## config.mk

```make
export PLATFORM = sky130hd
export DESIGN_NAME = afe_lane
export DESIGN_NICKNAME = d
export VERILOG_FILES = /design/src/rtl/core/audio_fade_envelope_core_assert.svh /design/src/rtl/core/afe_pkg.sv /design/src/rtl/core/afe_lane.sv
export SDC_FILE = /design/constraint.sdc
export NUM_CORES = 2
export LEC_CHECK = 0
export CORE_ASPECT_RATIO = 0.8
export CORE_MARGIN = 3
export CORE_UTILIZATION = 65
export DETAILED_ROUTE_END_ITERATION = 8
export DONT_BUFFER_PORTS = 1
export PLACE_DENSITY = 0.81
export SLEW_MARGIN = 20
export SYNTH_ARGS = -nofsm -noshare
export SYNTH_HDL_FRONTEND = slang
export SYNTH_SLANG_ARGS = --single-unit
```

## constraint.sdc

```tcl
create_clock -name clk -period 8.41 [get_ports clk]
set_input_delay 0.841 -clock clk [delete_from_list [all_inputs] [get_ports clk]]
set_output_delay 0.841 -clock clk [all_outputs]
set_load 0.03 [all_outputs]
```

## src/rtl/core/audio_fade_envelope_core_assert.svh

```systemverilog
// assertion helpers, sampled on clk and held off while rst_n is low
`ifndef AUDIO_FADE_ENVELOPE_CORE_ASSERT_SVH
`define AUDIO_FADE_ENVELOPE_CORE_ASSERT_SVH

// same-cycle implication
`define AFE_ASSERT_NOW(label, ante, cons, msg) \
    label: assert property (@(posedge clk) disable iff (!rst_n) (ante) |-> (cons)) \
        else $error(msg);

// next-cycle implication
`define AFE_ASSERT_NEXT(label, ante, cons, msg) \
    label: assert property (@(posedge clk) disable iff (!rst_n) (ante) |=> (cons)) \
        else $error(msg);

`endif

```

## src/rtl/core/afe_pkg.sv

```systemverilog
package afe_pkg;

    localparam int CHANNELS    = 4;
    localparam int SAMPLE_BITS = 24;
    localparam int POS_BITS    = 24;
    localparam int GAIN_BITS   = 16;
    localparam int PHASE_BITS  = 16;
    localparam int DIV_DEPTH   = PHASE_BITS;
    localparam int SQRT_STEPS  = 16;
    localparam int CURVE_DEPTH = SQRT_STEPS + 1;

    localparam logic [GAIN_BITS-1:0] GAIN_ONE = 16'h8000;

    localparam logic [2:0] CURVE_LINEAR  = 3'd0;
    localparam logic [2:0] CURVE_SQUARED = 3'd1;
    localparam logic [2:0] CURVE_SCURVE  = 3'd2;
    localparam logic [2:0] CURVE_SQRT    = 3'd3;
    localparam logic [2:0] CURVE_UNITY   = 3'd4;

    localparam logic [2:0] REG_FADE_IN_LEN   = 3'd0;
    localparam logic [2:0] REG_FADE_OUT_LEN  = 3'd1;
    localparam logic [2:0] REG_FADE_IN_CURVE = 3'd2;
    localparam logic [2:0] REG_FADE_OUT_CURVE = 3'd3;
    localparam logic [2:0] REG_CLIP_LEN      = 3'd4;
    localparam logic [2:0] REG_CHANNEL_COUNT = 3'd5;

    typedef struct packed {
        logic        [POS_BITS-1:0]    position;
        logic signed [SAMPLE_BITS-1:0] sample_0;
        logic signed [SAMPLE_BITS-1:0] sample_1;
        logic signed [SAMPLE_BITS-1:0] sample_2;
        logic signed [SAMPLE_BITS-1:0] sample_3;
    } frame_t;

    typedef struct packed {
        logic signed [SAMPLE_BITS-1:0] out_0;
        logic signed [SAMPLE_BITS-1:0] out_1;
        logic signed [SAMPLE_BITS-1:0] out_2;
        logic signed [SAMPLE_BITS-1:0] out_3;
    } result_t;

endpackage

```

## src/rtl/core/afe_lane.sv

```systemverilog
module afe_lane (
    input  logic                                   clk,
    input  logic                                   en,
    input  logic                                   active,
    input  logic                                   do_in,
    input  logic                                   do_out,
    input  logic [afe_pkg::GAIN_BITS-1:0]          gain_in,
    input  logic [afe_pkg::GAIN_BITS-1:0]          gain_out,
    input  logic signed [afe_pkg::SAMPLE_BITS-1:0] sample,
    output logic signed [afe_pkg::SAMPLE_BITS-1:0] faded
);
    import afe_pkg::*;

    localparam int PROD_BITS = SAMPLE_BITS + GAIN_BITS + 1;

    logic signed [PROD_BITS-1:0]   p1, p2;
    logic signed [SAMPLE_BITS-1:0] s1_reg, s2_reg;
    logic [GAIN_BITS-1:0]          gout_reg;
    logic                          out_on_reg;

    // floor shift by 15 is the arithmetic slice above bit 14
    assign p1 = sample * $signed({1'b0, gain_in});
    assign p2 = s1_reg * $signed({1'b0, gout_reg});

    always_ff @(posedge clk)
    begin
        if (en)
        begin
            s1_reg     <= (active && do_in) ? p1[15 +: SAMPLE_BITS] : sample;
            gout_reg   <= gain_out;
            out_on_reg <= active && do_out;
            s2_reg     <= out_on_reg ? p2[15 +: SAMPLE_BITS] : s1_reg;
        end
    end

    assign faded = s2_reg;

endmodule

```

==> parameters.txt <==
Parameter                              Value

Timing
  Setup total negative slack    0 ns
  Crit path time final    7.07 ns
  Unrepaired setup endpoints after global routing    false
  Final Hold Vio Count    0
  Post-Route Skew    0.00828 ns
  Setup violation total in the final timing report    0
  Transition time at the pin with the least slew margin    1.11 ns
  Post-route clock period utilization    0.841
  Relative slew slack    0.257
  Final Slew Violations    0
  Timing-limited maximum frequency    141 MHz

Logic synthesis
  Top cell type by total area after synthesis    sky130_fd_sc_hd__fa_1
  Flops & latches, synth    65
  Mean instance size in the synthesized netlist    9.20 sq um
  Synthesized instance count    3131
  Ys async rst share    0
  Synthesized area    28800 sq um
  Post-synthesis sequential area ratio    0.0677
  Post-synthesis mux area share    0.00621
  Number of distinct library cell variants in the gate-level netlist after synthesis    63
  Number of nets in the synthesized netlist    4106
  Area fraction in and, or, nand and nor cells after synthesis    0.149
  Cell types occupying the most area after synthesis    sky130_fd_sc_hd__fa_1 50%, sky130_fd_sc_hd__inv_1 11%, sky130_fd_sc_hd__ha_1 8.2%
  Top flip-flop cell by instance count after synthesis    sky130_fd_sc_hd__edfxtp_1
  Main combinational cell family by area after synthesis    adder cells
  Xor and xnor area share after synthesis    0.0225
  Warnings from Yosys    0
  Number of flops mapped to enable cells by yosys    65
  Adder and majority gate portion of the synthesized area    0.586
  Post-synthesis compound-gate area fraction    0.0398
  Share of the synthesized area in the top cell type    0.504

Clocking
  CTS root buf    sky130_fd_sc_hd__clkbuf_16
  Sinks on Clock Net    65
  Post-CTS setup buffer count    0
  Skew-Pair Late Insertion Delay    0.37 ns
  CTS resizes    0
  Count of hold buffers inserted by post-cts repair    0
  TritonCTS buffer count    9
  TritonCTS clock tree    built
  Clock Pin Slew Worst Setup and Hold Paths    0.07 ns
  Deepest level of the CTS H-tree    3
  Number of buffers on the longest clock path    2

Die
  Area of the core    43500 sq um
  Die Outline Area    46900 sq um
  I/O pin count    85
  Initial Util    0.663
  Die W    241 microns
  Die Span Y    194 microns
  Placement row count    68

Critical path
  Slowest cell delay on critical path    0.89 ns
  Crit path cell chain    nand2_1 -> fa_1 -> fa_1 -> inv_1 -> fa_1 -> fa_1 -> fa_1 -> inv_1 -> fa_1 -> inv_1 -> ha_1 -> a21o_1 -> nand2_1 -> inv_1 -> or3_1 -> a21o_1 -> a31oi_4 -> a311oi_1 -> a221o_1
  Critical path's slowest cell    sky130_fd_sc_hd__edfxtp_1
  Worst path most repeated cell    sky130_fd_sc_hd__fa_1
  Nature of the critical path startpoint    flop
  Startpoint of the most critical setup path    gout_reg[2]
  Data arrival time at the worst-slack endpoint    7.19 ns
  Endpoint class of the critical path    flop
  Req. time, crit path    8.53 ns
  CP max FO    24
  Type of the worst setup path    reg2reg
  Reg2Reg Launch Point    gout_reg[2]

Detailed routing
  Via count    20600
  First drt pass iteration count    6
  Detailed-route wire length per cell    19.3 microns
  Number of remaining DRC errors    0
  Routed Antenna Nets    0
  Total Wirelength    70200 microns
  Number of DRC markers after the initial detailed-route iteration    1863
  Via density per instance    5.68

Finish
  Nets    4003
  Signed area change from the synthesized netlist to the final layout    2.31%
  Share of layout cells above drive strength 1    0.0198
  Core occupancy in the finished layout    0.678

Status
  Result of the run    complete, no violations

GRT
  Maximum number of pins on one net before global-route repair    66
  Initial antenna violation count    4
  Number of global-route vias before repair    23300
  Global-route usage over all layers    0.323
  Total gr overflow    0
  First-pass GRT wire length    118000 microns

Min path
  Startpoint of the tightest hold check path    gain_out[3]
  Classification of the worst-slack hold path    in2reg

Placed design
  Detailed-placement wirelength estimate    55500 microns
  Buffers on Ports    0
  Final RePlAce weighted congestion    0.961

Run
  Reported max-cap violation count    0
## Yosys cell counts (all sizes together), types with 7 or more instances
master	count
nor2	25
a21oi	53
mux2	15
nor3	11
nand4	7
and2	314
o21ai	51
nand2	504
ha	188
a21o	18
xor2	23
inv	867
clkbuf	123
nand3	8
xnor2	51
edfxtp	65
and3	9
fa	726
## area by class of cell
cell class | instances | area, sq um
diodes | 2 | 5.00
fillers | 3219 | 14000
well taps | 595 | 744
clock inverters | 7 | 83.8
multi-input cells | 2076 | 23200
inverters | 867 | 3250
flip-flops and latches | 65 | 1950
clock buffers | 9 | 225
repair buffers | 9 | 67.6
## kinds of logic (layout without fill, tap and decap cells)
kind of cell    Yosys count  count (layout)
compound gates          176             176
xor+xnor                 74              74
fa+ha+maj               914             914
buf+inv                 990             892
flops                    65              65
mux                      16              16
other cells               0               2
simple gates            896             896
## placed cells by master (no fill, tap or decap), types with 4 or more instances in the layout
master	netlist	final
sky130_fd_sc_hd__edfxtp_1	65	65
sky130_fd_sc_hd__buf_4	0	9
sky130_fd_sc_hd__a21o_1	18	18
sky130_fd_sc_hd__a31oi_1	4	4
sky130_fd_sc_hd__o21bai_1	5	5
sky130_fd_sc_hd__and3_1	9	9
sky130_fd_sc_hd__o21ai_1	4	4
sky130_fd_sc_hd__and2_1	313	313
sky130_fd_sc_hd__o21ai_0	47	47
sky130_fd_sc_hd__nand3_1	8	8
sky130_fd_sc_hd__a211oi_1	4	4
sky130_fd_sc_hd__nand4_1	7	7
sky130_fd_sc_hd__nor3_1	9	9
sky130_fd_sc_hd__o21a_1	4	4
sky130_fd_sc_hd__inv_1	867	867
sky130_fd_sc_hd__nor2_1	25	25
sky130_fd_sc_hd__xor2_1	23	23
sky130_fd_sc_hd__a21oi_1	50	50
sky130_fd_sc_hd__nand2_1	504	504
sky130_fd_sc_hd__ha_1	188	188
sky130_fd_sc_hd__fa_1	726	726
sky130_fd_sc_hd__mux2_2	15	15
sky130_fd_sc_hd__xnor2_1	51	51
sky130_fd_sc_hd__clkbuf_16	0	9
## metrics by stage
step | worst slack, ns | hold slack [ns] | cells | area [sq um]
floorplan | 1.60 | 0.607 | 3131 | 28800
global placement | 1.37 | 0.940 | 3612 | 29200
detailed placement | 1.26 | 0.940 | 3612 | 29200
CTS | 1.39 | 0.544 | 3628 | 29500
global route | 1.00 | 0.540 | 3629 | 29500
finish | 1.34 | 0.557 | 3630 | 29500
## path summary, 6_finish.rpt
path                            slack [ns]  cells past startpoint           to
worst min register to register        1.09                      2    faded[18]
worst min-delay path                  0.56                      0  gout_reg[3]
worst max-delay path                  1.34                     19    faded[22]
worst max register to register        1.34                     19    faded[22]
## metal layers
layer	track usage	vias up	share of wire
met5	0	-	0.00019
met4	0.0989	2	0.031
met3	0.0834	194	0.11
met2	0.520	1131	0.47
met1	0.435	10500	0.39
li1	-	8789	-
## worst max-delay path: cells and delay by family (launching register included)
| family | cells | cell delay, ns |
|---|---|---|
| fa+ha+maj | 7 | 3.85 |
| compound gates | 5 | 1.00 |
| flops | 1 | 0.89 |
| simple gates | 3 | 0.70 |
| buf+inv | 4 | 0.36 |
Power is not shown: default switching activity piles up to over one toggle a cycle in this logic, so the estimate is an artifact.
