## src/rtl/core/audio_fade_envelope_core_assert.svh

```systemverilog
// assertion helpers, sampled on clk and held off while rst_n is low
`ifndef AUDIO_FADE_ENVELOPE_CORE_ASSERT_SVH
`define AUDIO_FADE_ENVELOPE_CORE_ASSERT_SVH

// same-cycle implication
`define AFE_ASSERT_NOW(label, ante, cons, msg) \
    label: assert property (@(posedge clk) disable iff (!rst_n) (ante) |-> (cons)) \
        else $error(msg);

// next-cycle implication
`define AFE_ASSERT_NEXT(label, ante, cons, msg) \
    label: assert property (@(posedge clk) disable iff (!rst_n) (ante) |=> (cons)) \
        else $error(msg);

`endif

```

## src/rtl/core/afe_pkg.sv

```systemverilog
package afe_pkg;

    localparam int CHANNELS    = 4;
    localparam int SAMPLE_BITS = 24;
    localparam int POS_BITS    = 24;
    localparam int GAIN_BITS   = 16;
    localparam int PHASE_BITS  = 16;
    localparam int DIV_DEPTH   = PHASE_BITS;
    localparam int SQRT_STEPS  = 16;
    localparam int CURVE_DEPTH = SQRT_STEPS + 1;

    localparam logic [GAIN_BITS-1:0] GAIN_ONE = 16'h8000;

    localparam logic [2:0] CURVE_LINEAR  = 3'd0;
    localparam logic [2:0] CURVE_SQUARED = 3'd1;
    localparam logic [2:0] CURVE_SCURVE  = 3'd2;
    localparam logic [2:0] CURVE_SQRT    = 3'd3;
    localparam logic [2:0] CURVE_UNITY   = 3'd4;

    localparam logic [2:0] REG_FADE_IN_LEN   = 3'd0;
    localparam logic [2:0] REG_FADE_OUT_LEN  = 3'd1;
    localparam logic [2:0] REG_FADE_IN_CURVE = 3'd2;
    localparam logic [2:0] REG_FADE_OUT_CURVE = 3'd3;
    localparam logic [2:0] REG_CLIP_LEN      = 3'd4;
    localparam logic [2:0] REG_CHANNEL_COUNT = 3'd5;

    typedef struct packed {
        logic        [POS_BITS-1:0]    position;
        logic signed [SAMPLE_BITS-1:0] sample_0;
        logic signed [SAMPLE_BITS-1:0] sample_1;
        logic signed [SAMPLE_BITS-1:0] sample_2;
        logic signed [SAMPLE_BITS-1:0] sample_3;
    } frame_t;

    typedef struct packed {
        logic signed [SAMPLE_BITS-1:0] out_0;
        logic signed [SAMPLE_BITS-1:0] out_1;
        logic signed [SAMPLE_BITS-1:0] out_2;
        logic signed [SAMPLE_BITS-1:0] out_3;
    } result_t;

endpackage

```

## src/rtl/core/afe_curve.sv

```systemverilog
module afe_curve (
    input  logic                           clk,
    input  logic                           en,
    input  logic                           rising,
    input  logic [2:0]                     code,
    input  logic [afe_pkg::PHASE_BITS-1:0] phase,
    output logic [afe_pkg::GAIN_BITS-1:0]  gain
);
    import afe_pkg::*;

    typedef enum logic [2:0] {K_LIN, K_SQ, K_SC, K_SQRT, K_UNITY} kind_t;

    // stage 0: operand select and square
    logic [16:0] u, c, m;
    logic [17:0] r_sc;
    logic        lower;
    kind_t       kind;
    logic [15:0] lin;

    kind_t       kind_reg;
    logic [33:0] sq_reg;
    logic [15:0] lin_reg;
    logic        pickq_reg;

    // sqrt iterations
    logic [31:0] sv_reg [SQRT_STEPS+1];
    logic [31:0] sr_reg [SQRT_STEPS+1];
    logic [31:0] sv_next [SQRT_STEPS+1];
    logic [31:0] sr_next [SQRT_STEPS+1];
    logic [31:0] trial [SQRT_STEPS];

    logic [GAIN_BITS-1:0] gp_reg  [SQRT_STEPS];
    logic [GAIN_BITS-1:0] gp_next [SQRT_STEPS];
    logic                 us_reg  [SQRT_STEPS];
    logic                 us_next [SQRT_STEPS];
    logic [GAIN_BITS-1:0] gain_pre;
    logic [16:0]          q17;

    always_comb
    begin
        u     = {1'b0, phase};
        c     = 17'h10000 - u;
        lower = !phase[PHASE_BITS-1];
        r_sc  = 18'h20000 - {1'b0, phase, 1'b0};
        unique case (code)
            CURVE_SQUARED: kind = K_SQ;
            CURVE_SCURVE:  kind = K_SC;
            CURVE_SQRT:    kind = K_SQRT;
            CURVE_UNITY:   kind = K_UNITY;
            default:       kind = K_LIN;
        endcase
        if (kind == K_SC)
        begin
            m = lower ? {phase, 1'b0} : r_sc[16:0];
        end
        else
        begin
            m = rising ? c : u;
        end
        lin = rising ? {1'b0, phase[PHASE_BITS-1:1]} : c[16:1];
    end

    // stage 1: gain from the square; later stages: sqrt steps and the gain delay line
    always_comb
    begin
        sv_next[0] = {1'b0, (rising ? u : c), 14'b0};
        sr_next[0] = '0;
        q17 = '0;
        unique case (kind_reg)
            K_SQ:
            begin
                q17 = sq_reg[33:17];
                gain_pre = GAIN_BITS'(17'(GAIN_ONE) - q17);
            end
            K_SC:
            begin
                q17 = {1'b0, sq_reg[33:18]};
                gain_pre = pickq_reg ? GAIN_BITS'(q17) : GAIN_BITS'(17'(GAIN_ONE) - q17);
            end
            K_UNITY: gain_pre = GAIN_ONE;
            K_LIN:   gain_pre = lin_reg;
            default: gain_pre = '0;
        endcase
        for (int k = 0; k < SQRT_STEPS; k++)
        begin
            if (k == 0)
            begin
                gp_next[k] = gain_pre;
                us_next[k] = kind_reg == K_SQRT;
            end
            else
            begin
                gp_next[k] = gp_reg[k-1];
                us_next[k] = us_reg[k-1];
            end
        end
        for (int j = 0; j < SQRT_STEPS; j++)
        begin
            trial[j] = sr_reg[j] + (32'd1 << (30 - 2 * j));
            if (sv_reg[j] >= trial[j])
            begin
                sv_next[j+1] = sv_reg[j] - trial[j];
                sr_next[j+1] = (sr_reg[j] >> 1) + (32'd1 << (30 - 2 * j));
            end
            else
            begin
                sv_next[j+1] = sv_reg[j];
                sr_next[j+1] = sr_reg[j] >> 1;
            end
        end
    end

    always_ff @(posedge clk)
    begin
        if (en)
        begin
            kind_reg  <= kind;
            sq_reg    <= m * m;
            lin_reg   <= lin;
            pickq_reg <= (rising == lower);
            sv_reg    <= sv_next;
            sr_reg    <= sr_next;
            gp_reg    <= gp_next;
            us_reg    <= us_next;
        end
    end

    assign gain = us_reg[SQRT_STEPS-1] ? sr_reg[SQRT_STEPS][GAIN_BITS-1:0]
                                       : gp_reg[SQRT_STEPS-1];

endmodule

```

## config.mk

```make
export PLATFORM = sky130hd
export DESIGN_NAME = afe_curve
export DESIGN_NICKNAME = d
export VERILOG_FILES = /design/src/rtl/core/audio_fade_envelope_core_assert.svh /design/src/rtl/core/afe_pkg.sv /design/src/rtl/core/afe_curve.sv
export SDC_FILE = /design/constraint.sdc
export NUM_CORES = 1
export LEC_CHECK = 0
export CORE_MARGIN = 2
export CORE_UTILIZATION = 65
export DETAILED_ROUTE_END_ITERATION = 7
export DONT_BUFFER_PORTS = 1
export PLACE_DENSITY = 0.85
export SLEW_MARGIN = 10
export SYNTH_ARGS = -nofsm -noshare
export SYNTH_HDL_FRONTEND = slang
export SYNTH_SLANG_ARGS = --single-unit
```

## constraint.sdc

```tcl
create_clock -name clk -period 12.75 [get_ports clk]
set_clock_uncertainty 0.05 [all_clocks]
set_input_delay 3.825 -clock clk [delete_from_list [all_inputs] [get_ports clk]]
set_output_delay 3.825 -clock clk [all_outputs]
set_load 0.02 [all_outputs]
```

==> results.toml, run 1 <==
[pwr]
p_int_uw = 6900
p_sw_uw = 4570
seq_power_share_pct = 30.2
combPwrFrac_pct = 51.4
leakage_uw = 0.0183
clockPowerShare_pct = 18.5
ir_worst_vdd_v = 0.000249
switching_share_pct = 39.8
power_density_nw_per_um2 = 254

[die]
pin_count = 38
start_util_pct = 65.4
core-area_um2 = 64100
rows = 93
die_area_um2 = 66500
die_w_um = 258
die_h_um = 258

[worst_hold_path]
hp-class = "reg2reg"

[route]
vias_per_cell = 5.82
drc = 0
dr_wl_met3_mm = 4.15
routed_wl_mm = 79.3
first_pass_iters = 6
drtAntennaViolNets = 0
drtIter0Drc = 2109
top_layer = "met4"
wl_met1_mm = 30.7
wire_per_inst_um = 18.4
vias = 25098
dr_wl_met2_mm = 41.6

[yosys]
synth_flop_cell = "edfxtp_1"
avgSynthCellArea_um2 = 12.4
ys_async_sr_fraction_pct = 0
synthCells = 3391
yosys.cell_types.count = 86
netlist_area_um2 = 41900
ys_warn_count = 0
seq_area_frac_synth_pct = 53.9
synth_edf_count = 752
synth-seq-cells = 752

[final_layout]
antenna_cells = 0
largest_reg_flops = 308
final_common_cell = "edfxtp_1"
finish.instance_area_um2 = 45100
layout_common_cells = "edfxtp_1, inv_1, nor2_1, nand2_1, ha_1"
fin_nets = 3866
syn2layout_area_growth_pct = 7.72
layout-drive-gt1-share_pct = 6.39
fillers = 4138

[global_routing]
grt_pass1_vias = 25641
grt_max_degree = 753
globalRouteOverflowTotal = 0
grt_pass1_wl_mm = 128
grtUsageTotal_pct = 24.1
grt_antenna_before_repair = 0

[placed_design]
dpl.hpwl_mm = 54.6
io_buffers = 0
gp_congestion = 0.968
dp_worst_setup_slack_ps = 756
placed_area_um2 = 42800

[sta]
tightestPinTransition_ps = 2750
min_period_over_period_pct = 89.3
rsz0062_at_grt = "false"
min_period_ps = 11380
setup_viol = 0
slew_headroom_pct = -83.4
maxSlewViolCount = 509
timing.setup.tns_ps = 0
fmax_mhz = 87.9
hold_violations = 0
setup_slack_ps = 1370

[cts]
clockBufferDepth = 3
insertion_delay_ps = 640
post_cts_buffers = 0
cts.sinks = 752
cts.clk_slew.worst_paths_ps = 60
cts_buffers = 74
cts_tree = "yes"
cts.repair.resized = 0
cts_root_buffer = "clkbuf_16"
cts_hold_buf = 0
h-tree-depth = 3

[run_status]
status = "finished with violations"
violations = "slew limit"

[worst_setup_path]
critPathLaunchType = "input port"
critical_path_class = "in2reg"
crit_path_end_kind = "register"
arrival_ps = 11710
critPathRequiredTime_ps = 13080
worst-path-max-fanout = 14

[job]
max_cap_viol_count = 0
-- kinds of logic after synthesis --
| family | after synthesis | synth area share, % |
|---|---|---|
| compound gates | 456 | 7.09 |
| xor+xnor | 264 | 5.52 |
| fa+ha+maj | 443 | 16.7 |
| buf+inv | 530 | 4.80 |
| flops | 752 | 53.9 |
| mux | 82 | 2.15 |
| other cells | 1 | 0.00895 |
| simple gates | 863 | 9.81 |
-- worst max-delay path, stage by stage --
cell	delay (ps)
inv_1	100
ha_1	260
nor2b_1	360
nand3_1	230
o21ai_0	250
xor2_1	180
nor2_1	50
nor2_1	280
inv_1	360
nand2_1	230
inv_1	80
fa_1	540
inv_1	60
fa_1	500
fa_1	520
inv_1	50
fa_1	470
fa_1	520
fa_1	520
ha_1	350
a21o_1	180
a21o_1	180
a211oi_1	270
a211oi_1	140
buf_4	190
o41ai_1	610
nor3_1	110
o221a_2	280
-- cell type report --
class                      instances  area, µm²  share of cell area, %
timing repair buffer              17        128                  0.283
tap                              855       1070                   2.37
multi-input combinational       2110      17300                   38.4
inverter                         446       1670                   3.71
clock inverter                    48        469                   1.04
sequential                       752      22600                   50.0
clock buffer                      85       1890                   4.19
-- per-stage QoR --
step                total power, µW  hold WS [ps]  utilization, %  std cells
floorplan                      7850           350               -       3392
finish                        11500           354            70.4       4313
detailed placement             9240           355            66.7       4180
CTS                           11500           353            70.4       4313
global route                  12400           362            70.4       4313
global placement               9060           350            66.7       4180
-- synth_stat cells, types with 8 or more instances --
master    number  share of area [%]
or2_2         10               0.15
or4_1          9               0.16
a21o_1        39               0.70
fa_1         196                9.4
edfxtp_1     752                 54
mux2i_1       20               0.48
o21ai_0      108                1.3
o21bai_1      14               0.25
nand4_1       19               0.28
nand3_1       38               0.45
nand4b_1       8               0.17
nor2_1       268                2.4
a21oi_1      117                1.4
o31ai_1       17               0.30
xnor2_1      147                3.1
nand2b_1      27               0.40
nand2_1      258                2.3
xor2_1       117                2.4
a31oi_1        8               0.12
nand3b_1      10               0.18
mux2_2        61                1.6
clkbuf_1      69               0.62
o22a_1        12               0.25
nor4_1        49               0.73
nor4b_1        8               0.17
buf_2          8              0.096
nor3b_1        8               0.14
inv_1        441                3.9
nor3_1        63               0.75
ha_1         247                7.4
and3_1        12               0.18
a211oi_1      22               0.39
a21boi_0       9               0.16
o21a_1        33               0.59
o211ai_1      11               0.20
nor2b_1       27               0.40
or3_1         22               0.33
-- worst paths after layout --
kind,to,slack (ps),cells after the start,from
worst max-delay path,sq_reg[26],1370,28,phase[0]
worst min-delay path,gp_next[186],350,0,gp_next[202]
worst max register to register,sv_reg[45],8930,9,sv_reg[68]
worst min register to register,gp_next[186],350,0,gp_next[202]
-- power by group through the flow --
stage / clock [µW] / combinational (µW) / sequential, µW
after floorplan: 0 / 4430 / 3420
after global placement: 0 / 5570 / 3490
after detailed placement: 0 / 5740 / 3500
after CTS: 2160 / 5850 / 3450
after global routing: 2250 / 6660 / 3480
final: 2120 / 5890 / 3460
-- metal layers --
layer	vias up	track usage [%]
met1	12245	28.4
li1	11874	-
met4	0	9.55
met5	-	0
met3	211	3.92
met2	768	44.2
(Power assumes the default switching activity.)
==> run 2: changes to the inputs <==
ABC_AREA = 1   (was unset)
==> run 2 against run 1 <==
  * The run now ends clean
  * Cell count grew 23%
  * Worst hold slack worse by 13 ps
  * Clock-buffer cell count grew 6
  * Design area grew 6.6%
  * Global-route usage increased by 4.8 points
  * Power grew 6.2%
  * Synthesized cell count grew 28%
  * Core utilization up 0.99 points
  * Register-to-register slack better by 570 ps
==> results.toml, run 2 <==
[die]
die_h_um = 266
die_area_um2 = 70500
core-area_um2 = 67400
start_util_pct = 66.0
rows = 95
die_w_um = 266
pin_count = 38

[yosys]
synth_flop_cell = "edfxtp_1"
avgSynthCellArea_um2 = 10.3
synthCells = 4336
synth_top_area_share_pct = 50.8
ys_warn_count = 0
synth_common_cells = "nand2_1, edfxtp_1, inv_1"
synthTopCellsByArea = "edfxtp_1, fa_1, ha_1, nand2_1, inv_1"
netlist_area_um2 = 44500
seq_area_frac_synth_pct = 50.8
synth_top_cell_by_area = "edfxtp_1"
yosys.cell_types.count = 67
ys_async_sr_fraction_pct = 0
yosysMostFrequentCell = "nand2_1"
synth_edf_count = 752
synth-seq-cells = 752

[global_routing]
grt_pass1_wl_mm = 160
grtUsageTotal_pct = 28.9
grt_antenna_before_repair = 0
globalRouteOverflowTotal = 0
grt_pass1_vias = 30830
grt_max_degree = 753

[route]
drtIter0Drc = 3177
vias_per_cell = 5.79
wire_per_inst_um = 18.8
drc = 0
first_pass_iters = 7
vias = 30724
routed_wl_mm = 99.8
drtAntennaViolNets = 0

[final_layout]
syn2layout_area_growth_pct = 8.25
antenna_cells = 0
layout-drive-gt1-share_pct = 6.85
regArea_um2 = 22600
multi_input_area_um2 = 18800
layout_common_cells = "nand2_1, edfxtp_1, inv_1, nor2_1, ha_1"
largest_reg_flops = 308
fillers = 4639
final_common_cell = "nand2_1"
fin_nets = 4840
final_cells = 5309

[cts]
cts.clk_slew.worst_paths_ps = 60
h-tree-depth = 3
clockBufferDepth = 3
insertion_delay_ps = 650
cts_root_buffer = "clkbuf_16"
post_cts_buffers = 0
cts_tree = "yes"
cts_hold_buf = 0
cts.repair.resized = 0
cts.sinks = 752
cts_buffers = 79

[worst_hold_path]
hp-class = "reg2reg"

[worst_setup_path]
arrival_ps = 10750
critPathLaunchType = "input port"
cpMaxStageDelayCell = "fa_1"
crit_path_end_kind = "register"
worst-path-max-fanout = 11
path_common_cell = "inv_1"
critPathRequiredTime_ps = 13080
critical_path_class = "in2reg"
critical-path-max-stage-delay_ps = 600
rrSetupSlack_ps = 9500

[pwr]
clockPowerShare_pct = 19.9
leakage_uw = 0.0205
power_uw = 12200
p_int_uw = 6830
seq_power_share_pct = 28.4
p_sw_uw = 5360
ir_worst_vdd_v = 0.000411
switching_share_pct = 43.9
combPwrFrac_pct = 51.7
power_density_nw_per_um2 = 253

[sta]
hold_violations = 0
setup_viol = 0
min_period_ps = 10420
maxSlewViolCount = 0
hold-worst-slack_ps = 341
slew_headroom_pct = 28.7
min_period_over_period_pct = 81.7
tightestPinTransition_ps = 1070
rsz0062_at_grt = "false"
fmax_mhz = 96.0
timing.setup.tns_ps = 0

[placed_design]
gp_congestion = 0.966
io_buffers = 0
dp.cells = 5164
dpl.hpwl_mm = 73.0

[job]
max_cap_viol_count = 0

[run_status]
status = "completed"
==> run 2: cell count changes in the layout (fill, tap and decap cells not counted), sizes merged, moves of 26 or more <==
| cell | change |
|---|---|
| nand2 | +558 |
| inv | +298 |
| nand3 | +152 |
| o21ai | +139 |
| nor2 | +136 |
| a21oi | +101 |
| xnor2 | -76 |
| mux2 | -46 |
| xor2 | -42 |
| or2 | +33 |
| nand2b | -27 |
| nor2b | -27 |
| nand4 | +26 |
| o21a | -26 |
==> run 2: layer usage <==
layer | up-vias | global-route usage (%) | wire (µm)
li1 | 14551 | - | -
met1 | 14569 | 36.5 | 39200
met2 | 1311 | 50.0 | 49800
met3 | 293 | 4.83 | 6810
met4 | 0 | 11.7 | 3990
met5 | - | 0 | 0
==> run 2: through the flow <==
stage | worst slack (ps) | cell area (µm²) | util (%)
after floorplan | 2690 | 44500 | -
after global placement | 1910 | 45300 | 67.2
after detailed placement | 1740 | 45300 | 67.2
after CTS | 2430 | 48000 | 71.3
after global routing | 1820 | 48100 | 71.4
final | 2330 | 48100 | 71.4
==> run 2: final cells by class <==
cell class	instances	share of cell area [%]
clock buffer	91	4.20
clock inverter	51	1.52
inverter	742	5.81
multi-input combinational	2795	39.1
sequential	752	46.9
tap	873	2.27
timing repair buffer	5	0.203
==> run 2: power by group through the flow <==
stage / clock network [µW] / registers [µW] / logic (µW)
after floorplan: 0 / 3390 / 4550
after global placement: 0 / 3490 / 6080
after detailed placement: 0 / 3500 / 6170
after CTS: 2460 / 3450 / 6210
after global routing: 2550 / 3480 / 7170
final: 2430 / 3460 / 6300
==> run 2: worst paths after layout <==
path / start / to / cells past startpoint
hold reg to reg: gp_next[114] / gp_next[98] / 0
hold / removal: gp_next[114] / gp_next[98] / 0
setup / recovery: phase[0] / sq_reg[29] / 30
setup reg to reg: sv_reg[170] / sv_reg[146] / 10
==> run 2: critical path: cells and delay by family <==
kind,cells,cell delay (ps)
AO/OA/AOI/OAI,4,810
XOR/XNOR,2,240
adder cells (fa/ha/maj),8,3730
buffers and inverters,9,970
AND/OR/NAND/NOR,7,1160
==> run 2: logic make-up (layout without fill, tap and decap cells) <==
group	count (synthesis)	after routing	synth area share, %
buffers and inverters	790	889	6.92
and+or+nand+nor	1604	1604	15.8
DFF	752	752	50.8
other	1	2	0.00844
muxes	16	16	0.405
adders and majority gates	443	443	15.8
xor gates and xnor gates	146	146	2.88
AOI/OAI and AO/OA	584	584	7.45
