`config.mk`:
```
export PLATFORM = sky130hd
export DESIGN_NAME = afe_divider
export DESIGN_NICKNAME = d
export VERILOG_FILES = /design/src/rtl/core/audio_fade_envelope_core_assert.svh /design/src/rtl/core/afe_pkg.sv /design/src/rtl/core/afe_divider.sv
export SDC_FILE = /design/constraint.sdc
export NUM_CORES = 1
export LEC_CHECK = 0
export BUFFER_PORTS_ARGS = -buffer_cell sky130_fd_sc_hd__clkbuf_2
export CAP_MARGIN = 10
export CORE_MARGIN = 5
export CORE_UTILIZATION = 25
export DETAILED_ROUTE_END_ITERATION = 8
export PLACE_DENSITY = 0.38
export SLEW_MARGIN = 15
export SYNTH_ARGS = -nofsm -noshare
export SYNTH_HDL_FRONTEND = slang
export SYNTH_SLANG_ARGS = --single-unit
```
`constraint.sdc`:
```
create_clock -name clk -period 4.4 [get_ports clk]
set_input_delay 0.44 -clock clk [delete_from_list [all_inputs] [get_ports clk]]
set_output_delay 0.44 -clock clk [all_outputs]
set_load 0.01 [all_outputs]
```
`src/rtl/core/audio_fade_envelope_core_assert.svh`:
```
// assertion helpers, sampled on clk and held off while rst_n is low
`ifndef AUDIO_FADE_ENVELOPE_CORE_ASSERT_SVH
`define AUDIO_FADE_ENVELOPE_CORE_ASSERT_SVH

// same-cycle implication
`define AFE_ASSERT_NOW(label, ante, cons, msg) \
    label: assert property (@(posedge clk) disable iff (!rst_n) (ante) |-> (cons)) \
        else $error(msg);

// next-cycle implication
`define AFE_ASSERT_NEXT(label, ante, cons, msg) \
    label: assert property (@(posedge clk) disable iff (!rst_n) (ante) |=> (cons)) \
        else $error(msg);

`endif

```
`src/rtl/core/afe_pkg.sv`:
```
package afe_pkg;

    localparam int CHANNELS    = 4;
    localparam int SAMPLE_BITS = 24;
    localparam int POS_BITS    = 24;
    localparam int GAIN_BITS   = 16;
    localparam int PHASE_BITS  = 16;
    localparam int DIV_DEPTH   = PHASE_BITS;
    localparam int SQRT_STEPS  = 16;
    localparam int CURVE_DEPTH = SQRT_STEPS + 1;

    localparam logic [GAIN_BITS-1:0] GAIN_ONE = 16'h8000;

    localparam logic [2:0] CURVE_LINEAR  = 3'd0;
    localparam logic [2:0] CURVE_SQUARED = 3'd1;
    localparam logic [2:0] CURVE_SCURVE  = 3'd2;
    localparam logic [2:0] CURVE_SQRT    = 3'd3;
    localparam logic [2:0] CURVE_UNITY   = 3'd4;

    localparam logic [2:0] REG_FADE_IN_LEN   = 3'd0;
    localparam logic [2:0] REG_FADE_OUT_LEN  = 3'd1;
    localparam logic [2:0] REG_FADE_IN_CURVE = 3'd2;
    localparam logic [2:0] REG_FADE_OUT_CURVE = 3'd3;
    localparam logic [2:0] REG_CLIP_LEN      = 3'd4;
    localparam logic [2:0] REG_CHANNEL_COUNT = 3'd5;

    typedef struct packed {
        logic        [POS_BITS-1:0]    position;
        logic signed [SAMPLE_BITS-1:0] sample_0;
        logic signed [SAMPLE_BITS-1:0] sample_1;
        logic signed [SAMPLE_BITS-1:0] sample_2;
        logic signed [SAMPLE_BITS-1:0] sample_3;
    } frame_t;

    typedef struct packed {
        logic signed [SAMPLE_BITS-1:0] out_0;
        logic signed [SAMPLE_BITS-1:0] out_1;
        logic signed [SAMPLE_BITS-1:0] out_2;
        logic signed [SAMPLE_BITS-1:0] out_3;
    } result_t;

endpackage

```
`src/rtl/core/afe_divider.sv`:
```
module afe_divider #(
    parameter int LENGTH_BITS = 16
) (
    input  logic                                 clk,
    input  logic                                 en,
    input  logic [LENGTH_BITS-1:0]               offset,
    input  logic [LENGTH_BITS-1:0]               len,
    output logic [afe_pkg::PHASE_BITS-1:0]       phase
);
    import afe_pkg::*;

    // one quotient bit per stage; remainder stays below len while offset is below len
    logic [LENGTH_BITS-1:0] rem_reg  [DIV_DEPTH];
    logic [LENGTH_BITS-1:0] rem_next [DIV_DEPTH];
    logic [PHASE_BITS-1:0]  quo_reg  [DIV_DEPTH];
    logic [PHASE_BITS-1:0]  quo_next [DIV_DEPTH];
    logic [LENGTH_BITS:0]   shifted  [DIV_DEPTH];
    logic                   fits     [DIV_DEPTH];

    always_comb
    begin
        for (int i = 0; i < DIV_DEPTH; i++)
        begin
            if (i == 0)
            begin
                shifted[i] = {offset, 1'b0};
            end
            else
            begin
                shifted[i] = {rem_reg[i-1], 1'b0};
            end
            fits[i] = shifted[i] >= {1'b0, len};
            if (fits[i])
            begin
                rem_next[i] = LENGTH_BITS'(shifted[i] - {1'b0, len});
            end
            else
            begin
                rem_next[i] = shifted[i][LENGTH_BITS-1:0];
            end
            if (i == 0)
            begin
                quo_next[i] = {{(PHASE_BITS-1){1'b0}}, fits[i]};
            end
            else
            begin
                quo_next[i] = {quo_reg[i-1][PHASE_BITS-2:0], fits[i]};
            end
        end
    end

    always_ff @(posedge clk)
    begin
        if (en)
        begin
            rem_reg <= rem_next;
            quo_reg <= quo_next;
        end
    end

    assign phase = quo_reg[DIV_DEPTH-1];

endmodule

```
==> results of run 1 <==
cells in the mapped netlist (all sizes together), types with 24 or more instances:
library cell / number / share of area
a31oi: 27 / 0.0067
inv: 75 / 0.011
buf: 25 / 0.0055
nor2b: 38 / 0.0095
nand2b: 39 / 0.0097
nand4: 33 / 0.0082
edfxtp: 376 / 0.45
o21a: 52 / 0.016
ha: 255 / 0.13
a21o: 70 / 0.021
o21ai: 187 / 0.037
a21oi: 193 / 0.039
nand3: 28 / 0.0056
nor2: 160 / 0.024
a211oi: 24 / 0.0072
nand2: 174 / 0.026
xnor2: 91 / 0.032
mux2: 94 / 0.042
xor2: 65 / 0.023
final timing paths:
| path | from | end | slack (ns) | depth (start not counted) |
|---|---|---|---|---|
| max | len[0] | rem_reg[183]$_DFFE_PP_ | 0.93 | 9 |
| min | offset[14] | rem_reg[255]$_DFFE_PP_ | 0.17 | 2 |
| max reg2reg | rem_reg[201]$_DFFE_PP_ | rem_reg[183]$_DFFE_PP_ | 1.07 | 7 |
| min reg2reg | quo_next[81]$_DFFE_PP_ | quo_next[66]$_DFFE_PP_ | 0.41 | 0 |
placed cells by master, fill, tap and decap left out, types with 52 or more instances in the layout:
cell	n
xor2_1	65
a21o_1	70
nor2_1	160
o21a_1	52
edfxtp_1	376
a21oi_1	187
mux2_2	91
xnor2_1	91
o21ai_0	184
nand2_1	174
ha_1	255
inv_1	72
final cells by class:
type                       count  share of cell area
multi-input combinational   1815               0.462
inverter                      76             0.00988
clock inverter                29              0.0103
clock buffer                  62              0.0449
timing repair buffer          99              0.0253
sequential                   376               0.391
tap                         1298              0.0563
metal layers:
metal | vias to the layer above | track usage | wire length (µm)
li1 | 9063 | - | -
met1 | 8805 | 0.158 | 31100
met2 | 303 | 0.218 | 32900
met3 | 120 | 0.0182 | 2240
met4 | 0 | 0.0502 | 2770
met5 | - | 0 | 0
cell families after synthesis:
group                      Yosys count
AOI/OAI and AO/OA                  720
and+or+nand+nor                    566
DFF                                376
adders and majority gates          270
xor gates and xnor gates           156
buffers and inverters              124
muxes                              103
critical path, cell delays in order:
cell	delay, ns
clkbuf_2	0.39
clkinv_1	0.35
buf_4	0.28
ha_1	0.22
nand4_1	0.15
nor3_1	0.07
a2111oi_0	1.04
o21ai_4	0.46
mux2_2	0.41
per-stage QoR:
step | worst slack, ns | hold slack, ns | utilization
floorplan | 1.22 | 0.400 | -
global placement | 0.454 | 0.404 | 0.273
detailed placement | 0.334 | 0.405 | 0.273
CTS | 1.02 | 0.114 | 0.289
global route | 0.830 | 0.145 | 0.289
finish | 0.932 | 0.172 | 0.289
power breakdown:
part | switching [W] | internal (W) | leakage, nW
Combinational | 0.00605 | 0.00489 | 6.61
Sequential | 0.000795 | 0.00599 | 3.68
Clock | 0.00167 | 0.00238 | 0.757
==> qor.yml, run 1 <==
sta:
  clock.fmax_ghz: 0.288
  setup_viol: 0
  skew_ns: 0.0238
  rsz0062_at_grt: "no"
  finalHoldViolations: 0
  worst_pin_slew_ns: 1.23
  drv_slew: 0
  fin_crit_ns: 3.47
  period_share: 0.788
  setup_tns_ns: 0
  slew_headroom: 0.159
grt:
  gr-usage-all-layers: 0.126
  overflow: 0
  grt_pass1_wl_mm: 107
  antenna_found_initial: 0
  grt_start_max_net_pins: 85
  grt_pass1_vias: 18547
synth:
  yosys.area_share.simple: 0.108
  syn-num-nets: 2619
  synthMuxAreaShare: 0.0457
  yosysSeqAreaShare: 0.449
  synth-xor-area-share: 0.0544
  synth_compound_area_frac: 0.183
  synth.avg_cell_area_um2: 10.9
  ys_ff_latch: 376
  ys.warnings.count: 0
  synth_top_family_by_area: "compound AO/OA/AOI/OAI gates"
  synth_edf_count: 376
  ys_async_sr_fraction: 0
  synth_flop_cell: "edfxtp_1"
  synth_fa_ha_area_frac: 0.139
  ys_types: 81
  syn_area_um2: 25100
  syn_inst: 2315
layout:
  finalNonFillerCells: 3755
  seqCellArea_um2: 11300
  multiInputGateArea_um2: 13300
  drive_above_1_share: 0.119
  largest_register_ffs: 240
  diodes: 0
  nFillCells: 10242
  design_area_um2: 28900
  areaGrowthSynthToFinish_pct: 14.9
  num-nets-final: 2722
power:
  power_density_nw_per_um2: 754
  p_leak_nw: 11.0
  ir_drop_mv: 0.287
  power.total_w: 0.0218
floorplanning:
  fp.dieW_um: 327
  initial_utilization: 0.251
  core-area_um2: 100000
  rows: 116
  design.die.area_um2: 107000
  die_h_um: 327
  pin_count: 50
setup_path:
  start_kind: "primary input"
  endpoint_kind: "flop"
  crit_required_ns: 4.76
  critical_path_class: "in -> reg"
  cp_max_fo: 29
  critPathArrivalTime_ns: 3.83
route:
  detail_route.wl_per_cell_um: 18.4
  wl_mm: 69.0
  ant_nets: 0
  drc: 0
  first_pass_iters: 5
  drtIter0Drc: 1046
  vias: 18291
  via_per_inst: 4.87
cts:
  cts_tree: "yes"
  post_cts_resized: 0
  cts_setup_buffers: 0
  clockBufferDepth: 3
  cts.sinks: 376
  cts-root-buf: "clkbuf_16"
  ctsHoldBuffers: 0
  clk_pin_slew_worst_paths_ns: 0.06
  insertion_delay_ns: 0.61
  h-tree-depth: 2
  cts_buffers: 50
placed_design:
  dpl.hpwl_mm: 48.8
  place_inst: 3664
  gp_congestion: 0.848
  post_dp_cell_area_um2: 27300
  port_buffers: 49
job:
  maxCapViolations: 0
run_status:
  status: "complete, no violations"
hold_path:
  hp-class: "in -> reg"
Note: power is estimated with default switching activity, not from simulation.
==> run 2: changes to the inputs <==
Settings changed: PLACE_DENSITY 0.38 to 0.39.
Clock period 4.4 ns to 2.96 ns, I/O delays scaled along.
==> run 2 against run 1 <==
Effect of this change:
- routed wire length up 2.9%
- global-route usage grew 0.35 points
- critical endpoint is now rem_reg[220]$_DFFE_PP_
- combinational power grew 73%
- critical path depth is 3 higher
- core utilization rose by 2.7 points
- worst setup slack got worse by 0.77 ns
==> qor.yml, run 2 (synthesis gave the netlist of run 1 again) <==
layout:
  fin_util: 0.316  # +0.0269
  multiInputGateArea_um2: 13400  # about the same
  finalNonFillerCells: 4066  # +8.3%
  num-nets-final: 3031  # +11%
  areaGrowthSynthToFinish_pct: 25.6
  largest_register_ffs: 240  # unchanged
  drive_above_1_share: 0.218  # +0.0991
  final_cell_mix: "edfxtp_1 (376), buf_4 (317), ha_1 (255)"
  final_common_cell: "edfxtp_1"
  seqCellArea_um2: 11300  # unchanged
  nFillCells: 10142  # -0.98%
route:
  first_pass_iters: 5  # unchanged
  wl_mm: 71.0  # +2.9%
  detail_route.wl_per_cell_um: 17.5  # -5.0%
  via_per_inst: 4.75  # -2.5%
  ant_nets: 0  # unchanged
  drc: 0  # unchanged
  drtIter0Drc: 1027  # -1.8%
  vias: 19301  # +5.5%
setup_path:
  r2r-start: "rem_reg[229]$_DFFE_PP_"
  slowest_stage: "edfxtp_1"
  regToRegEndpoint: "rem_reg[220]$_DFFE_PP_"
  cpMostUsedCell: "buf_4"
  r2r_slack_ns: 0.16  # -0.91 ns
  critPathArrivalTime_ns: 3.16  # -0.67 ns
  crit_required_ns: 3.32  # -1.44 ns
  endpoint_kind: "flop"
  cp_max_fo: 3  # -90%
  critical_path_class: "reg -> reg"
  cp_cell_sequence: "ha_1 -> buf_4 -> nand4_1 -> nor2_1 -> o31ai_2 -> buf_4 -> o22ai_1 -> o2111a_1 -> nor4_4 -> buf_4 -> inv_2 -> mux2_1"
  start_kind: "flop"
  reg2reg_depth: 12  # +5
  critPathMaxStageDelay_ns: 0.41  # -0.63 ns
sta:
  rsz0062_at_grt: "no"
  drv_slew: 0  # unchanged
  worst_pin_slew_ns: 0.509  # -0.721 ns
  skew_ns: 0.0226  # -0.00123 ns
  fin_crit_ns: 2.80
  slew_headroom: 0.661  # +0.502
  clock.fmax_ghz: 0.357
  finalHoldViolations: 0  # unchanged
  setup_viol: 0  # unchanged
  period_share: 0.947
placed_design:
  gp_congestion: 0.864  # +1.8%
  dpl.hpwl_mm: 51.9  # +6.5%
  place_inst: 3963  # +8.2%
  port_buffers: 49  # unchanged
cts:
  clk_pin_slew_worst_paths_ns: 0.06  # about the same
  cts-root-buf: "clkbuf_16"
  cts.sinks: 376  # unchanged
  h-tree-depth: 2  # unchanged
  clockBufferDepth: 3  # unchanged
  cts_buffers: 48  # -4.0%
  insertion_delay_ns: 0.61  # about the same
  cts_tree: "yes"
job:
  maxCapViolations: 0  # unchanged
floorplanning:
  core-area_um2: 100000  # unchanged
  design.die.area_um2: 107000  # unchanged
  initial_utilization: 0.251  # unchanged
  pin_count: 50  # unchanged
  fp.dieW_um: 327  # unchanged
  rows: 116  # unchanged
  die_h_um: 327  # unchanged
power:
  ir_drop_mv: 0.506  # +76%
  power_density_nw_per_um2: 1110  # +47%
  p_leak_nw: 12.7  # +15%
hold_path:
  min_to: "rem_reg[250]$_DFFE_PP_"
  whs_path_depth: 2  # unchanged
  hp-class: "in -> reg"
  hold_start: "offset[9]"
grt:
  grt_start_max_net_pins: 73  # -14%
  grt_pass1_wl_mm: 110  # +3.4%
  antenna_found_initial: 0  # unchanged
  overflow: 0  # unchanged
  gr-usage-all-layers: 0.129  # +0.00349
  grt_pass1_vias: 19608  # +5.7%
run_status:
  status: "complete, no violations"
run 2: how the worst max path moves through the flow:
| stage | start | to | slack (ns) | cells past startpoint |
|---|---|---|---|---|
| after global placement | len[1] | rem_reg[195]$_DFFE_PP_ | -0.25 | 13 |
| after detailed placement | len[1] | rem_reg[199]$_DFFE_PP_ | -0.26 | 13 |
| after floorplan | len[1] | rem_reg[247]$_DFFE_PP_ | 0.004 | 12 |
| final | rem_reg[229]$_DFFE_PP_ | rem_reg[220]$_DFFE_PP_ | 0.16 | 12 |
| after CTS | rem_reg[199]$_DFFE_PP_ | rem_reg[191]$_DFFE_PP_ | 0.13 | 10 |
| after global routing | rem_reg[113]$_DFFE_PP_ | rem_reg[111]$_DFFE_PP_ | 0.01 | 10 |
run 2: repair_timing:
action,in CTS,in global routing
hold endpoints to repair,11,0
resized for setup,0,4
setup endpoints to repair,0,14
hold buffers,11,0
setup buffers,0,1
run 2: critical path, delay by kind of cell (launching register included):
family	cells	cell delay [ns]
AOI/OAI and AO/OA	3	0.61
buffers and inverters	4	0.49
DFF	1	0.41
and+or+nand+nor	3	0.38
muxes	1	0.34
adders and majority gates	1	0.31
run 2: cell type report:
class | count | area share
Multi-Input combinational cell | 1815 | 0.423
Sequential cell | 376 | 0.358
Timing Repair Buffer | 410 | 0.108
Tap cell | 1298 | 0.0515
Clock buffer | 54 | 0.0388
Clock inverter | 36 | 0.0115
Inverter | 76 | 0.00932
Antenna cell | 1 | 0.0000793
run 2: stage by stage:
| step | setup slack, ns | setup TNS [ns] | power [W] | hold WS, ns | instance area (µm²) |
|---|---|---|---|---|---|
| after floorplan | 0.00423 | 0 | 0.0222 | 0.400 | 25100 |
| after global placement | -0.247 | -19.19 | 0.0291 | 0.402 | 29800 |
| after detailed placement | -0.261 | -23.46 | 0.0292 | 0.405 | 29800 |
| after CTS | 0.131 | 0 | 0.0355 | 0.0102 | 31500 |
| after global routing | 0.0140 | 0 | 0.0380 | 0.0292 | 31600 |
| final | 0.157 | 0 | 0.0350 | 0.0529 | 31600 |
run 2: power by group:
| part | switching [W] | internal [W] | total [W] |
|---|---|---|---|
| registers | 0.00124 | 0.00891 | 0.0102 |
| logic | 0.00936 | 0.00954 | 0.0189 |
| clock network | 0.00248 | 0.00351 | 0.00599 |
run 2: layer usage:
metal / wire [µm] / share of wire / GRT usage
met1: 32200 / 0.45 / 0.164
met2: 34700 / 0.49 / 0.230
met3: 1950 / 0.028 / 0.0159
met4: 2130 / 0.030 / 0.0410
met5: 0 / 0 / 0
==> run 3: changes to the inputs <==
Settings changed: BUFFER_PORTS_ARGS -buffer_cell sky130_fd_sc_hd__clkbuf_2 to -buffer_cell sky130_fd_sc_hd__buf_2.
==> run 3 against run 2 <==
Effect of this change:
- combinational power barely moved
- sequential power barely moved
- die area did not move
- design area rose by 0.56%
- core utilization rose by 0.18 points
- highest routed layer unchanged
- critical path type unchanged
- routed wire length fell by 0.45%
- global-route usage barely moved
==> qor.yml, run 3 (synthesis gave the netlist of run 1 again) <==
setup_path:
  path_delay_family: "compound AO/OA/AOI/OAI gates"
  slowest_stage: "edfxtp_1"
  critPathArrivalTime_ns: 3.19  # +0.03 ns
  critPathBufInv: 2  # -2
  endpoint_kind: "flop"
  cp_max_fo: 4  # +1
  start_kind: "flop"
  critical_path_class: "reg -> reg"
  cp_cell_sequence: "ha_1 -> buf_4 -> o21a_1 -> o31a_1 -> o31ai_1 -> a31oi_1 -> buf_4 -> a31oi_1 -> o21bai_1 -> xnor2_1 -> a21oi_1"
  crit_required_ns: 3.38  # +0.06 ns
  critPathMaxStageDelay_ns: 0.44  # +0.03 ns
route:
  detail_route.wl_per_cell_um: 17.3  # -0.94%
  drc: 0  # unchanged
  vias: 19312  # +0.057%
  first_pass_iters: 5  # unchanged
  wl_mm: 70.6  # -0.45%
  drtIter0Drc: 914  # -11%
  ant_nets: 0  # unchanged
  via_per_inst: 4.73  # -0.43%
sta:
  finalHoldViolations: 0  # unchanged
  fin_crit_ns: 2.77  # -0.0355 ns
  rsz0062_at_grt: "no"
  setup_viol: 0  # unchanged
  skew_ns: 0.0270  # +0.00438 ns
  clock.fmax_ghz: 0.361  # +1.3%
  period_share: 0.935  # -0.0120
  drv_slew: 0  # unchanged
  worst_slack_ns: 0.193  # +0.0355 ns
  slew_headroom: 0.561  # -0.0994
  worst_pin_slew_ns: 0.658  # +0.149 ns
floorplanning:
  die_h_um: 327  # unchanged
  rows: 116  # unchanged
  initial_utilization: 0.251  # unchanged
  fp.dieW_um: 327  # unchanged
  design.die.area_um2: 107000  # unchanged
  pin_count: 50  # unchanged
  core-area_um2: 100000  # unchanged
layout:
  final_common_cell: "edfxtp_1"
  final_cell_mix: "edfxtp_1 (376), buf_4 (336), ha_1 (255)"
  design_area_um2: 31700  # +0.56%
  diodes: 0  # -1
  areaGrowthSynthToFinish_pct: 26.3
  nFillCells: 10176  # +0.34%
  drive_above_1_share: 0.221  # +0.00338
  multiInputGateArea_um2: 13400  # about the same
  largest_register_ffs: 240  # unchanged
  num-nets-final: 3053  # +0.73%
  seqCellArea_um2: 11300  # unchanged
cts:
  clockBufferDepth: 3  # unchanged
  insertion_delay_ns: 0.60  # about the same
  cts-root-buf: "clkbuf_16"
  clk_pin_slew_worst_paths_ns: 0.06  # about the same
  cts_tree: "yes"
  cts_buffers: 48  # unchanged
  cts.sinks: 376  # unchanged
  h-tree-depth: 2  # unchanged
grt:
  grt_pass1_vias: 19893  # +1.5%
  grt_start_max_net_pins: 65  # -11%
  grt_pass1_wl_mm: 111  # +0.43%
  gr-usage-all-layers: 0.130  # +0.000393
  overflow: 0  # unchanged
  antenna_found_initial: 1  # +1
hold_path:
  hp-class: "in -> reg"
power:
  ir_drop_mv: 0.468  # -7.5%
  power_density_nw_per_um2: 1110  # -0.44%
  p_leak_nw: 12.8  # +0.81%
placed_design:
  dpl.hpwl_mm: 52.0  # +0.13%
  post-place-ws_ns: -0.166  # +0.0949 ns
  port_buffers: 49  # unchanged
  post_dp_cell_area_um2: 30000  # +0.64%
  gp_congestion: 0.840  # -2.7%
run_status:
  status: "complete, no violations"
job:
  maxCapViolations: 0  # unchanged
## run 3: changes by cell type in the layout (fill, tap and decap cells not counted), moves of 2 or more
cell,change
clkbuf_1,-2
clkbuf_2,-48
a2111oi_0,-2
clkinv_1,+9
buf_2,+48
buf_4,+19
buf_12,+2
clkinvlp_4,-3
clkbuf_16,+2
clkinv_2,-4
## run 3: layout make-up
type	instances	area share
Inverter	76	0.00927
Sequential cell	376	0.356
Timing Repair Buffer	432	0.113
Clock inverter	35	0.00931
Clock buffer	54	0.0399
Tap cell	1298	0.0512
Multi-Input combinational cell	1815	0.421
## run 3: stage by stage
| step | setup TNS, ns | power [W] | std cells | hold WS (ns) | util |
|---|---|---|---|---|---|
| 2_1_floorplan | 0 | 0.0222 | 2315 | 0.400 | - |
| 3_3_place_gp | -5.67 | 0.0293 | 3985 | 0.401 | 0.300 |
| 3_5_place_dp | -5.69 | 0.0294 | 3985 | 0.405 | 0.300 |
| 4_1_cts | 0 | 0.0356 | 4086 | 0.0120 | 0.317 |
| 5_1_grt | 0 | 0.0380 | 4086 | 0.0349 | 0.317 |
| 6_report | 0 | 0.0351 | 4086 | 0.0558 | 0.317 |
## run 3: power breakdown
group | switching (W) | total (W) | internal (W)
logic | 0.00944 | 0.0191 | 0.00967
clock network | 0.00236 | 0.00584 | 0.00349
registers | 0.00122 | 0.0101 | 0.00891
## run 3: worst paths after layout
kind                            slack (ns)  cells after the start              startpoint                     end
worst max register to register        0.19                     11   rem_reg[97]$_DFFE_PP_   rem_reg[95]$_DFFE_PP_
worst max-delay path                  0.19                     11   rem_reg[97]$_DFFE_PP_   rem_reg[95]$_DFFE_PP_
worst min-delay path                  0.06                      2               offset[7]  rem_reg[248]$_DFFE_PP_
worst min register to register        0.41                      0  quo_next[82]$_DFFE_PP_  quo_next[67]$_DFFE_PP_
## run 3: timing repair
item                                    in CTS  in global routing
endpoints found under the hold margin       12                  0
buffers inserted                             0                  0
gates resized for setup                      0                  7
endpoints found under the setup margin       0                 11
hold buffers                                12                  0
## run 3: worst register-to-register path, stage by stage, from the launching register on
cell	delay, ns
edfxtp_1	0.44
ha_1	0.32
buf_4	0.15
o21a_1	0.16
o31a_1	0.11
o31ai_1	0.34
a31oi_1	0.18
buf_4	0.18
a31oi_1	0.23
o21bai_1	0.12
xnor2_1	0.13
a21oi_1	0.21
## run 3: routing by layer
layer  vias to the layer above  track usage  wire (µm)
met5                         -            0          0
met4                         0       0.0399       2110
li1                       9728            -          -
met2                       265        0.233      34700
met1                      9210        0.163      32000
met3                       109       0.0165       1890
